==> config.mk <==
export PLATFORM = sky130hd
export DESIGN_NAME = mbrs_ctrl
export DESIGN_NICKNAME = d
export VERILOG_FILES = /design/src/mbrs_pkg.sv /design/src/mbrs_ctrl.sv
export SDC_FILE = /design/constraint.sdc
export NUM_CORES = 1
export LEC_CHECK = 0
export BUFFER_PORTS_ARGS = -buffer_cell sky130_fd_sc_hd__buf_2
export CORE_UTILIZATION = 46
export DETAILED_ROUTE_END_ITERATION = 10
export GPL_ROUTABILITY_DRIVEN = 0
export PLACE_DENSITY = 0.83
export RECOVER_POWER = 25
export SYNTH_ARGS = -nofsm -noshare
export SYNTH_HDL_FRONTEND = slang
export SYNTH_SLANG_ARGS = --single-unit
export TNS_END_PERCENT = 1
==> constraint.sdc <==
create_clock -name clk_i -period 3.2 [get_ports clk_i]
set_input_delay 0.64 -clock clk_i [delete_from_list [all_inputs] [get_ports clk_i]]
set_output_delay 0.64 -clock clk_i [all_outputs]
set_load 0.01 [all_outputs]
==> src/mbrs_pkg.sv <==
// ----------------------------------------------------------------------------
// mbrs_pkg
// shared types, codes and the crc step of the modbus rtu register slave
// ----------------------------------------------------------------------------
package mbrs_pkg;

  localparam int unsigned FrameBytesDef    = 256;
  localparam int unsigned RegisterCountDef = 256;
  localparam int unsigned MaxReadCountDef  = 29;

  localparam logic [7:0]  FUNC_READ_HOLD    = 8'h03;
  localparam logic [7:0]  FUNC_WRITE_SINGLE = 8'h06;
  localparam logic [7:0]  FUNC_WRITE_MULTI  = 8'd16;
  localparam logic [7:0]  ADDR_BROADCAST    = 8'h00;
  localparam logic [7:0]  SLAVE_ADDR_RESET  = 8'h11;
  localparam logic [15:0] CRC_INIT          = 16'hFFFF;
  localparam logic [15:0] CRC_POLY          = 16'hA001;
  localparam logic [2:0]  HDR_LAST_READ     = 3'd2;
  localparam logic [2:0]  HDR_LAST_WRITE    = 3'd5;

  typedef struct packed {
    logic [7:0] rx_byte;
    logic       frame_end;
  } mbrs_in_t;

  typedef struct packed {
    logic [7:0] tx_byte;
    logic       last_byte;
  } mbrs_out_t;

  typedef enum logic [3:0] {
    ST_CLEAR, ST_IDLE, ST_SCAN, ST_SCAN_WAIT, ST_CHECK, ST_WRITE_ONE,
    ST_MULTI_RD_HI, ST_MULTI_RD_LO, ST_MULTI_WR, ST_EMIT_HDR, ST_READ_REQ,
    ST_READ_HI, ST_READ_LO, ST_EMIT_CRC_LO, ST_EMIT_CRC_HI
  } mbrs_state_e;

  typedef enum logic [2:0] {
    OSEL_HDR, OSEL_REG_HI, OSEL_REG_LO, OSEL_CRC_LO, OSEL_CRC_HI
  } mbrs_osel_e;

  typedef enum logic [1:0] {
    BSEL_SCAN, BSEL_HI, BSEL_LO
  } mbrs_bsel_e;

  typedef struct packed {
    logic       store;
    logic       scan_step;
    logic       tx_init;
    logic       emit;
    mbrs_osel_e osel;
    mbrs_bsel_e bsel;
    logic       hdr_step;
    logic       reg_rd;
    logic       cap_reg_lo;
    logic       cap_buf_hi;
    logic       item_next;
    logic       wr_single;
    logic       wr_multi;
    logic       clr_step;
  } mbrs_cmd_t;

  typedef struct packed {
    logic short_frame;
    logic scan_last;
    logic frame_ok;
    logic func_read;
    logic func_wsingle;
    logic func_wmulti;
    logic read_cnt_bad;
    logic wlen_bad;
    logic cnt_zero;
    logic hdr_last;
    logic item_last;
    logic clr_last;
  } mbrs_stat_t;

  // one byte of crc-16/modbus, reflected
  function automatic logic [15:0] crc_byte(input logic [15:0] crc, input logic [7:0] b);
    logic [15:0] c;
    c = crc ^ {8'h00, b};
    for (int k = 0; k < 8; k++) begin
      c = c[0] ? ((c >> 1) ^ CRC_POLY) : (c >> 1);
    end
    return c;
  endfunction

endpackage

==> src/mbrs_ctrl.sv <==
// ----------------------------------------------------------------------------
// mbrs_ctrl
// sequencer for frame intake, frame check, register access and reply
// ----------------------------------------------------------------------------
module mbrs_ctrl
  import mbrs_pkg::*;
(
  input  logic       clk_i,
  input  logic       rst_ni,
  input  logic       start,
  input  logic       frame_end_i,
  input  mbrs_stat_t stat_i,
  output mbrs_cmd_t  cmd_o,
  output logic       busy
);

  mbrs_state_e state_q, state_d;

  always_ff @(posedge clk_i or negedge rst_ni) begin
    if (!rst_ni) begin
      state_q <= ST_CLEAR;
    end else begin
      state_q <= state_d;
    end
  end

  always_comb begin
    state_d = state_q;
    case (state_q)
      ST_CLEAR: begin
        if (stat_i.clr_last) state_d = ST_IDLE;
      end
      ST_IDLE: begin
        if (start && frame_end_i && !stat_i.short_frame) state_d = ST_SCAN;
      end
      ST_SCAN: begin
        if (stat_i.scan_last) state_d = ST_SCAN_WAIT;
      end
      ST_SCAN_WAIT: state_d = ST_CHECK;
      ST_CHECK: begin
        state_d = ST_IDLE;
        if (stat_i.frame_ok) begin
          if (stat_i.func_read && !stat_i.read_cnt_bad) begin
            state_d = ST_EMIT_HDR;
          end else if (stat_i.func_wsingle) begin
            state_d = ST_WRITE_ONE;
          end else if (stat_i.func_wmulti && !stat_i.wlen_bad) begin
            state_d = stat_i.cnt_zero ? ST_EMIT_HDR : ST_MULTI_RD_HI;
          end
        end
      end
      ST_WRITE_ONE:   state_d = ST_EMIT_HDR;
      ST_MULTI_RD_HI: state_d = ST_MULTI_RD_LO;
      ST_MULTI_RD_LO: state_d = ST_MULTI_WR;
      ST_MULTI_WR:    state_d = stat_i.item_last ? ST_EMIT_HDR : ST_MULTI_RD_HI;
      ST_EMIT_HDR: begin
        if (stat_i.hdr_last) state_d = stat_i.func_read ? ST_READ_REQ : ST_EMIT_CRC_LO;
      end
      ST_READ_REQ:    state_d = ST_READ_HI;
      ST_READ_HI:     state_d = ST_READ_LO;
      ST_READ_LO:     state_d = stat_i.item_last ? ST_EMIT_CRC_LO : ST_READ_REQ;
      ST_EMIT_CRC_LO: state_d = ST_EMIT_CRC_HI;
      ST_EMIT_CRC_HI: state_d = ST_IDLE;
      default:        state_d = ST_IDLE;
    endcase
  end

  always_comb begin
    cmd_o      = '0;
    cmd_o.osel = OSEL_HDR;
    cmd_o.bsel = BSEL_SCAN;
    case (state_q)
      ST_CLEAR:       cmd_o.clr_step = 1'b1;
      ST_IDLE:        cmd_o.store = start;
      ST_SCAN:        cmd_o.scan_step = 1'b1;
      ST_CHECK:       cmd_o.tx_init = 1'b1;
      ST_WRITE_ONE:   cmd_o.wr_single = 1'b1;
      ST_MULTI_RD_HI: cmd_o.bsel = BSEL_HI;
      ST_MULTI_RD_LO: begin
        cmd_o.bsel       = BSEL_LO;
        cmd_o.cap_buf_hi = 1'b1;
      end
      ST_MULTI_WR: begin
        cmd_o.wr_multi  = 1'b1;
        cmd_o.item_next = 1'b1;
      end
      ST_EMIT_HDR: begin
        cmd_o.emit     = 1'b1;
        cmd_o.hdr_step = 1'b1;
      end
      ST_READ_REQ:    cmd_o.reg_rd = 1'b1;
      ST_READ_HI: begin
        cmd_o.emit       = 1'b1;
        cmd_o.osel       = OSEL_REG_HI;
        cmd_o.cap_reg_lo = 1'b1;
      end
      ST_READ_LO: begin
        cmd_o.emit      = 1'b1;
        cmd_o.osel      = OSEL_REG_LO;
        cmd_o.item_next = 1'b1;
      end
      ST_EMIT_CRC_LO: begin
        cmd_o.emit = 1'b1;
        cmd_o.osel = OSEL_CRC_LO;
      end
      ST_EMIT_CRC_HI: begin
        cmd_o.emit = 1'b1;
        cmd_o.osel = OSEL_CRC_HI;
      end
      default: ;
    endcase
  end

  assign busy = (state_q != ST_IDLE);

endmodule

==> summary.txt, run 1 <==
n_diodes -> 0
register area share after synthesis -> 0.165
synthesized cell area -> 606 um2
Syn. warnings -> 0
largest cells by area after synthesis -> dfrtp_1, nor2_1, o21ai_0
syn_nets -> 102
Synth area leader -> dfrtp_1
status -> complete, no violations
Fin Setup TNS -> 0 ns
wire length on met1 -> 662 um
WP data required -> 2.56 ns
Post-synth ARST share -> 1.00
initial antenna violation count -> 0
die height -> 38.3 um
DR pass1 iterations -> 4
placed cell area -> 727 um2
crit path time final -> 2.26 ns
initial cell density of the core -> 0.517
DR WL/cell -> 11.6 um
WL final -> 1.48 mm
DPL Wire Length -> 1.09 mm
clock transition at the registers of the reported paths -> 0.04 ns
Syn Inst Count -> 86
max_slew headroom -> 0.620
fmax -> 442 MHz
final setup vio count -> 0
Max-Cap Viols -> 0
first-pass GRT wire length -> 2.22 mm
CP delay by family, top -> flip-flops
CTS tree -> built
CP max-delay cell -> dfrtp_1
dpl ws -> 1.25 ns
worst reg2reg path depth -> 6
Row Count -> 12
maximum clock skew at final layout -> 0.00702 ns
leakage -> 0.366 nW
First DRT Iteration DRCs -> 6
Worst IR Drop VDD -> 0.000348 V
Final Cell Area -> 733 um2
crit path buf inv count -> 1
Crit Path Max Fanout -> 17
grt ovf -> 0
vias in the first global route -> 531
final hold vios -> 0
Stages on worst setup path -> 3
fin nets -> 131
cts repair resizes -> 0
Hold-fix buffers, CTS -> 0
RSZ-0062 raised after global routing -> no
FILL cells -> 117
H-tree levels -> 1
count of cell types in the netlist -> 39
post-route DRC violation count -> 0
CP cell instances -> nand2b_1, nor3_1, buf_2
Post-CTS Setup Inserts -> 0
number of flops mapped to enable cells by yosys -> 0
All-Layer GR Usage -> 0.221
metal2 WL -> 744 um
die width -> 38.3 um
Slew Viols, Final -> 0
Yosys reg bits -> 4
TritonCTS buffer count -> 3
drt via density -> 5.56
Crit. End Element -> primary output
Clock Sinks -> 4
worst-case clock buffer depth -> 2
sequential cell area -> 100 um2
crit path launch type -> register
Hold Crit Class -> input pin to asynchronous set/reset pin
largest register by flop count -> state_q
worst setup margin -> 0.938 ns
ANT nets after route -> 0
critical path type -> register to primary output
Tightest Pin Transition -> 0.570 ns
period utilisation layout -> 0.707
Largest regs -> state_q x4
synth-to-layout area growth -> 21.1%
ratio of cells with drive above 1 in the final layout -> 0.327
via count -> 706
worst skew pair latency -> 0.24 ns
met3 wire len -> 55 um
Multi-input gate area -> 420 um2
top cell type's share of synthesized area -> 0.165
Worst path max stage delay -> 0.69 ns
die area -> 0.00147 mm2
Worst EP arrival -> 1.62 ns
clk root buf -> clkbuf_4
most used flip-flop cell after synthesis -> dfrtp_1
number of port buffers -> 33
io pins -> 34
Top Layer Used -> met4
core area -> 0.00117 mm2
largest net degree at the start of global routing -> 21
synthesized area per cell -> 7.04 um2
Largest register FFs -> 4
PwrDens -> 727 mW/mm2
[stage by stage]
step | hold slack [ns] | util | total power, mW | std cells
global placement | 0.443 | 0.621 | 0.478 | 124
CTS | 0.192 | 0.640 | 0.547 | 127
detailed placement | 0.444 | 0.621 | 0.483 | 124
finish | 0.214 | 0.626 | 0.533 | 127
floorplan | 0.344 | - | 0.429 | 86
global route | 0.230 | 0.626 | 0.588 | 127
[area by class of cell]
type | instances | area share
timing repair buffer | 33 | 0.224
tap | 14 | 0.0239
clock buffer | 3 | 0.0307
sequential | 4 | 0.137
inverter | 2 | 0.0119
multi-input combinational | 71 | 0.573
[cells in the final DEF (no fill, tap or decap), types with 2 or more instances in the layout]
master / count
nand2b_1: 6
o21ai_0: 6
clkbuf_4: 3
nor3b_1: 3
nand2_1: 6
o31a_1: 2
or3_1: 2
nor3_1: 2
and2_1: 2
nor2b_1: 4
a21boi_0: 2
nor2_1: 13
nand3_1: 2
a21oi_1: 3
buf_2: 32
dfrtp_1: 4
[routing by layer]
| layer | global-route usage | up-vias |
|---|---|---|
| met5 | 0 | - |
| met4 | 0.107 | 0 |
| met3 | 0.0174 | 2 |
| met2 | 0.377 | 24 |
| met1 | 0.277 | 318 |
| li1 | - | 362 |
[report_power, final]
group | total [mW] | switching (mW) | leakage, nW | internal [mW]
logic | 0.308 | 0.154 | 0.300 | 0.154
clock network | 0.0616 | 0.0198 | 0.0138 | 0.0418
registers | 0.163 | 0.0929 | 0.0514 | 0.0702
total | 0.533 | 0.267 | 0.366 | 0.266
[synthesized netlist by cell type, types with 2 or more instances]
master     n
buf_2      4
o21ai_0    6
a21boi_0   2
nor3b_1    3
nand2_1    6
and2_1     2
nand2b_4   2
or3_1      2
nor2_1    13
nor2b_1    4
nand3_1    2
o31a_1     2
a21oi_1    3
buf_4      2
nor3_1     2
dfrtp_1    4
buf_6      2
nand2b_1   4
[worst paths after layout]
check                      startpoint    endpoint  slack, ns
max                        state_q[1]   cmd_o[15]       0.94
min                            rst_ni  state_q[0]       0.21
max reg2reg                state_q[2]  state_q[2]       1.38
min reg2reg                state_q[3]  state_q[2]       0.85
max in group asynchronous      rst_ni  state_q[3]       2.81
min in group clk_i         stat_i[10]  state_q[1]       0.71
[cell families (layout without fill, tap and decap cells)]
kind of cell,Yosys count,count (layout),share of synthesized area
flops,4,4,0.165
xor+xnor,2,2,0.0289
simple gates,47,47,0.442
mux,1,1,0.0165
compound gates,21,21,0.231
buf+inv,11,38,0.116
[worst reg2reg max path, stage by stage (launching register included)]
cell and delay, ns:
dfrtp_1 0.69, nand2b_1 0.23, nand2b_1 0.24, clkinv_2 0.07, nand2_1 0.06, or3_1 0.31
a31oi_1 0.14
(Power assumes the default switching activity.)
==> inputs of run 2 (changes only) <==
Settings changed: CORE_UTILIZATION 46 to 38, PLACE_DENSITY 0.83 to 0.73.
Clock period 3.2 ns to 2 ns, I/O delays scaled along.
==> run 2 against run 1 <==
Global-route usage fell by 2.2 points; highest routed layer unchanged; count of clock-buffer cells in the layout did not move; worst hold slack improved by 0.25 ns; sequential cell count did not move; wire length rose by 2.0%; combinational power rose by 76%; via count rose by 1.6%; largest cell class unchanged; clock power rose by 62%; worst setup slack got worse by 0.83 ns; power rose by 69%; sequential power rose by 59%; register-to-register slack got worse by 1.0 ns.
==> summary.txt, run 2 (synthesis gave the netlist of run 1 again) <==
status -> complete, no violations
First DRT Iteration DRCs -> 11
vias in the first global route -> 692
max_slew headroom -> 0.645
Row Count -> 14
worst setup margin -> 0.103 ns
Multi-input gate area -> 435 um2
Internal -> 0.454 mW
crit path time final -> 1.90 ns
die area -> 0.00176 mm2
Worst EP arrival -> 1.50 ns
critical path type -> register to primary output
largest register by flop count -> state_q
CP cell instances -> nand2b_4, nand2b_4, clkinv_2, buf_2
initial cell density of the core -> 0.407
placed cell area -> 737 um2
Net Switching -> 0.448 mW
sequential power share -> 0.287
RSZ-0062 raised after global routing -> no
dpl ws -> 0.303 ns
commonest non-fill, non-tap cell in the layout -> buf_2
first-pass GRT wire length -> 2.73 mm
worst-case clock buffer depth -> 2
Clock Power Share -> 0.111
CP max-delay cell -> dfrtp_1
PwrDens -> 1170 mW/mm2
Crit Path Max Fanout -> 18
n_diodes -> 0
synth-to-layout area growth -> 27.3%
fmax -> 527 MHz
Largest regs -> state_q x4
initial antenna violation count -> 0
sequential cell area -> 103 um2
DR pass1 iterations -> 4
ratio of cells with drive above 1 in the final layout -> 0.365
Final Cell Area -> 771 um2
CTS tree -> built
FILL cells -> 152
leakage -> 0.384 nW
drt via density -> 5.47
via count -> 717
DPL Wire Length -> 1.13 mm
DR WL/cell -> 11.5 um
clk root buf -> clkbuf_4
Largest register FFs -> 4
Fin Setup TNS -> 0 ns
Crit. End Element -> primary output
Worst IR Drop VDD -> 0.000412 V
H-tree levels -> 1
clock transition at the registers of the reported paths -> 0.04 ns
All-Layer GR Usage -> 0.199
WL final -> 1.51 mm
WP data required -> 1.60 ns
crit path buf inv count -> 2
most used cell, CP -> nand2b_4
Slew Viols, Final -> 0
CP delay by family, top -> flip-flops
Max-Cap Viols -> 0
io pins -> 34
Clock Sinks -> 4
combinational power share -> 0.602
post-route DRC violation count -> 0
grt ovf -> 0
final hold vios -> 0
most frequent cells in the layout -> buf_2, nor2_1, nand2_1, o21ai_0
Hold Crit Class -> input pin to register
largest net degree at the start of global routing -> 21
core area -> 0.00149 mm2
Tightest Pin Transition -> 0.532 ns
TritonCTS buffer count -> 3
period utilisation layout -> 0.948
die width -> 41.9 um
Worst path max stage delay -> 0.67 ns
maximum clock skew at final layout -> 0.00377 ns
die height -> 41.9 um
worst skew pair latency -> 0.24 ns
ANT nets after route -> 0
final setup vio count -> 0
fin nets -> 133
Sw Share -> 0.496
crit path launch type -> register
number of port buffers -> 33
run 2: power by group through the flow:
stage               Combinational (mW)  Sequential [mW]  Clock, mW
global route                     0.619            0.274      0.113
finish                           0.543            0.259      0.100
floorplan                        0.557            0.129          0
CTS                              0.544            0.254      0.103
global placement                 0.537            0.248          0
detailed placement               0.540            0.253          0
run 2: through the flow:
| stage | power, mW | utilization | hold slack [ns] | instances |
|---|---|---|---|---|
| 5_1_grt | 1.01 | 0.518 | 0.510 | 131 |
| 6_report | 0.903 | 0.518 | 0.461 | 131 |
| 2_1_floorplan | 0.687 | - | 0.104 | 86 |
| 3_3_place_gp | 0.784 | 0.495 | 0.205 | 127 |
| 3_5_place_dp | 0.794 | 0.495 | 0.206 | 127 |
| 4_1_cts | 0.900 | 0.517 | 0.455 | 131 |
run 2: path summary, 6_finish.rpt:
check                                start    endpoint  slack, ns  depth (start not counted)
worst max register to register  state_q[3]  state_q[2]       0.38                          6
max in group asynchronous           rst_ni  state_q[0]       1.28                          2
worst min register to register  state_q[0]  state_q[3]       0.82                          2
worst min-delay path             stat_i[9]  state_q[3]       0.46                          3
min in group asynchronous           rst_ni  state_q[3]       0.52                          2
worst max-delay path            state_q[3]   cmd_o[14]       0.10                          4
run 2: layout make-up:
type	count	share of cell area
Multi-Input combinational cell	71	0.565
Tap cell	16	0.0260
Sequential cell	4	0.133
Timing Repair Buffer	35	0.235
Inverter	2	0.0114
Clock buffer	3	0.0292
run 2: what timing repair did:
action | CTS | global route
hold buffers | 1 | 0
setup endpoints to repair | 0 | 3
resized for setup | 0 | 2
setup buffers | 0 | 0
hold endpoints to repair | 4 | 0
run 2: metal layers:
metal	up-vias	part of all wire	track usage
li1	361	-	-
met1	330	0.46	0.235
met5	-	0	0
met4	0	0.018	0.103
met2	22	0.48	0.338
met3	4	0.046	0.0391
run 2: worst reg2reg max path: cells and delay by family (launching register included):
kind / cells / cell delay, ns
AO/OA/AOI/OAI: 1 / 0.13
buffers and inverters: 1 / 0.06
flip-flops: 1 / 0.56
AND/OR/NAND/NOR: 4 / 0.79
==> inputs of run 3 (changes only) <==
==> constraint.sdc (replaced) <==
create_clock -name clk_i -period 2 [get_ports clk_i]
set_input_delay 0 -clock clk_i [delete_from_list [all_inputs] [get_ports clk_i]]
set_output_delay 0 -clock clk_i [all_outputs]
set_load 0.01 [all_outputs]
==> run 3 against run 2 <==
Power fell by 1.9%; clock power barely moved; critical path depth did not move; maximum frequency rose by 11%; sequential power fell by 5%; sequential share of layout area fell by 0.28 points; critical endpoint is now state_q[0].
==> summary.txt, run 3 (synthesis gave the netlist of run 1 again) <==
H-tree levels -> 1
CTS tree -> built
First DRT Iteration DRCs -> 19
Worst R2R Start -> state_q[0]
fin nets -> 134
largest net degree at the start of global routing -> 21
Crit. End Element -> register
Critical path origin -> state_q[0]
setup slack, reg-to-reg -> 0.29 ns
DPL Wire Length -> 1.19 mm
ratio of cells with drive above 1 in the final layout -> 0.336
Post-CTS Setup Inserts -> 0
final hold vios -> 0
Largest register FFs -> 4
fmax -> 585 MHz
initial antenna violation count -> 0
WP data required -> 2.11 ns
CP max-delay cell -> dfrtp_1
first-pass GRT wire length -> 2.53 mm
WL final -> 1.53 mm
critical path type -> register to register
Largest regs -> state_q x4
io pins -> 34
commonest non-fill, non-tap cell in the layout -> buf_2
vias in the first global route -> 637
DR WL/cell -> 11.6 um
die area -> 0.00176 mm2
Hold-fix buffers, CTS -> 1
crit path launch type -> register
ANT nets after route -> 0
final core utilization -> 0.516
PwrDens -> 1150 mW/mm2
most frequent cells in the layout -> buf_2, nor2_1, nand2_1, o21ai_0
clk root buf -> clkbuf_4
crit path time final -> 1.71 ns
Row Count -> 14
core area -> 0.00149 mm2
Max-Cap Viols -> 0
Worst EP arrival -> 1.82 ns
die height -> 41.9 um
Clock Sinks -> 4
post-route DRC violation count -> 0
All-Layer GR Usage -> 0.182
n_diodes -> 0
status -> complete, no violations
Hold Crit Class -> input pin to register
period utilisation layout -> 0.855
RR Endpoint -> state_q[0]
leakage -> 0.384 nW
CP cell instances -> nand2b_1, a21boi_0, o22ai_1, o31a_1
Worst IR Drop VDD -> 0.000503 V
maximum clock skew at final layout -> 0.00344 ns
Tightest Pin Transition -> 0.607 ns
Fin Setup TNS -> 0 ns
Worst path max stage delay -> 0.66 ns
cts repair resizes -> 0
grt ovf -> 0
initial cell density of the core -> 0.407
Slew Viols, Final -> 0
TritonCTS buffer count -> 3
RSZ-0062 raised after global routing -> no
number of port buffers -> 33
worst skew pair latency -> 0.23 ns
Min Hold Slack -> 0.0822 ns
worst-case clock buffer depth -> 2
worst reg2reg path depth -> 4
final setup vio count -> 0
synth-to-layout area growth -> 26.9%
Worst Setup EP -> state_q[0]
max_slew headroom -> 0.595
via count -> 726
drt via density -> 5.50
Crit Path Max Fanout -> 19
DR pass1 iterations -> 4
clock transition at the registers of the reported paths -> 0.04 ns
die width -> 41.9 um
largest register by flop count -> state_q
-- run 3: cell count changes in the layout (fill, tap and decap cells not counted), sizes merged --
cell / change
clkbuf: +2
buf: -1
-- run 3: where the power goes --
group	switching (mW)	internal (mW)
registers	0.134	0.113
logic	0.276	0.265
clock network	0.0302	0.0669
total	0.440	0.445
-- run 3: per-stage QoR --
step | cell area, um2 | setup slack (ns) | total power, mW | instances
CTS | 777 | 0.307 | 0.901 | 132
detailed placement | 744 | 0.317 | 0.796 | 128
finish | 768 | 0.291 | 0.885 | 132
floorplan | 606 | 0.638 | 0.687 | 86
global route | 768 | 0.190 | 0.979 | 132
global placement | 744 | 0.349 | 0.785 | 128
-- run 3: worst min path at each step --
stage,to,slack [ns],startpoint,cells past startpoint
after floorplan,state_q[0],-0.30,rst_ni,0
after CTS,state_q[3],0.07,stat_i[9],3
after global routing,state_q[1],0.1,stat_i[10],3
after detailed placement,state_q[3],-0.20,rst_ni,1
final,state_q[3],0.08,stat_i[9],3
after global placement,state_q[3],-0.20,rst_ni,1
-- run 3: final cells by class --
type                       instances  area [um2]
tap                               16        20.0
sequential                         4         100
timing repair buffer              36         181
fill                             167         721
clock buffer                       3        22.5
multi-input combinational         71         435
inverter                           2        8.76
-- run 3: layer usage --
metal / global-route usage / vias up / wire [um]
met4: 0.0581 / 0 / 0
met5: 0 / - / 0
met3: 0.0130 / 0 / 51
met2: 0.291 / 24 / 732
met1: 0.260 / 335 / 750
li1: - / 367 / -
-- run 3: worst max-delay path: cells and delay by family, from the launching register on --
family             cells  cell delay, ns
DFF                    1            0.66
AOI/OAI and AO/OA      3            0.61
and+or+nand+nor        1            0.32
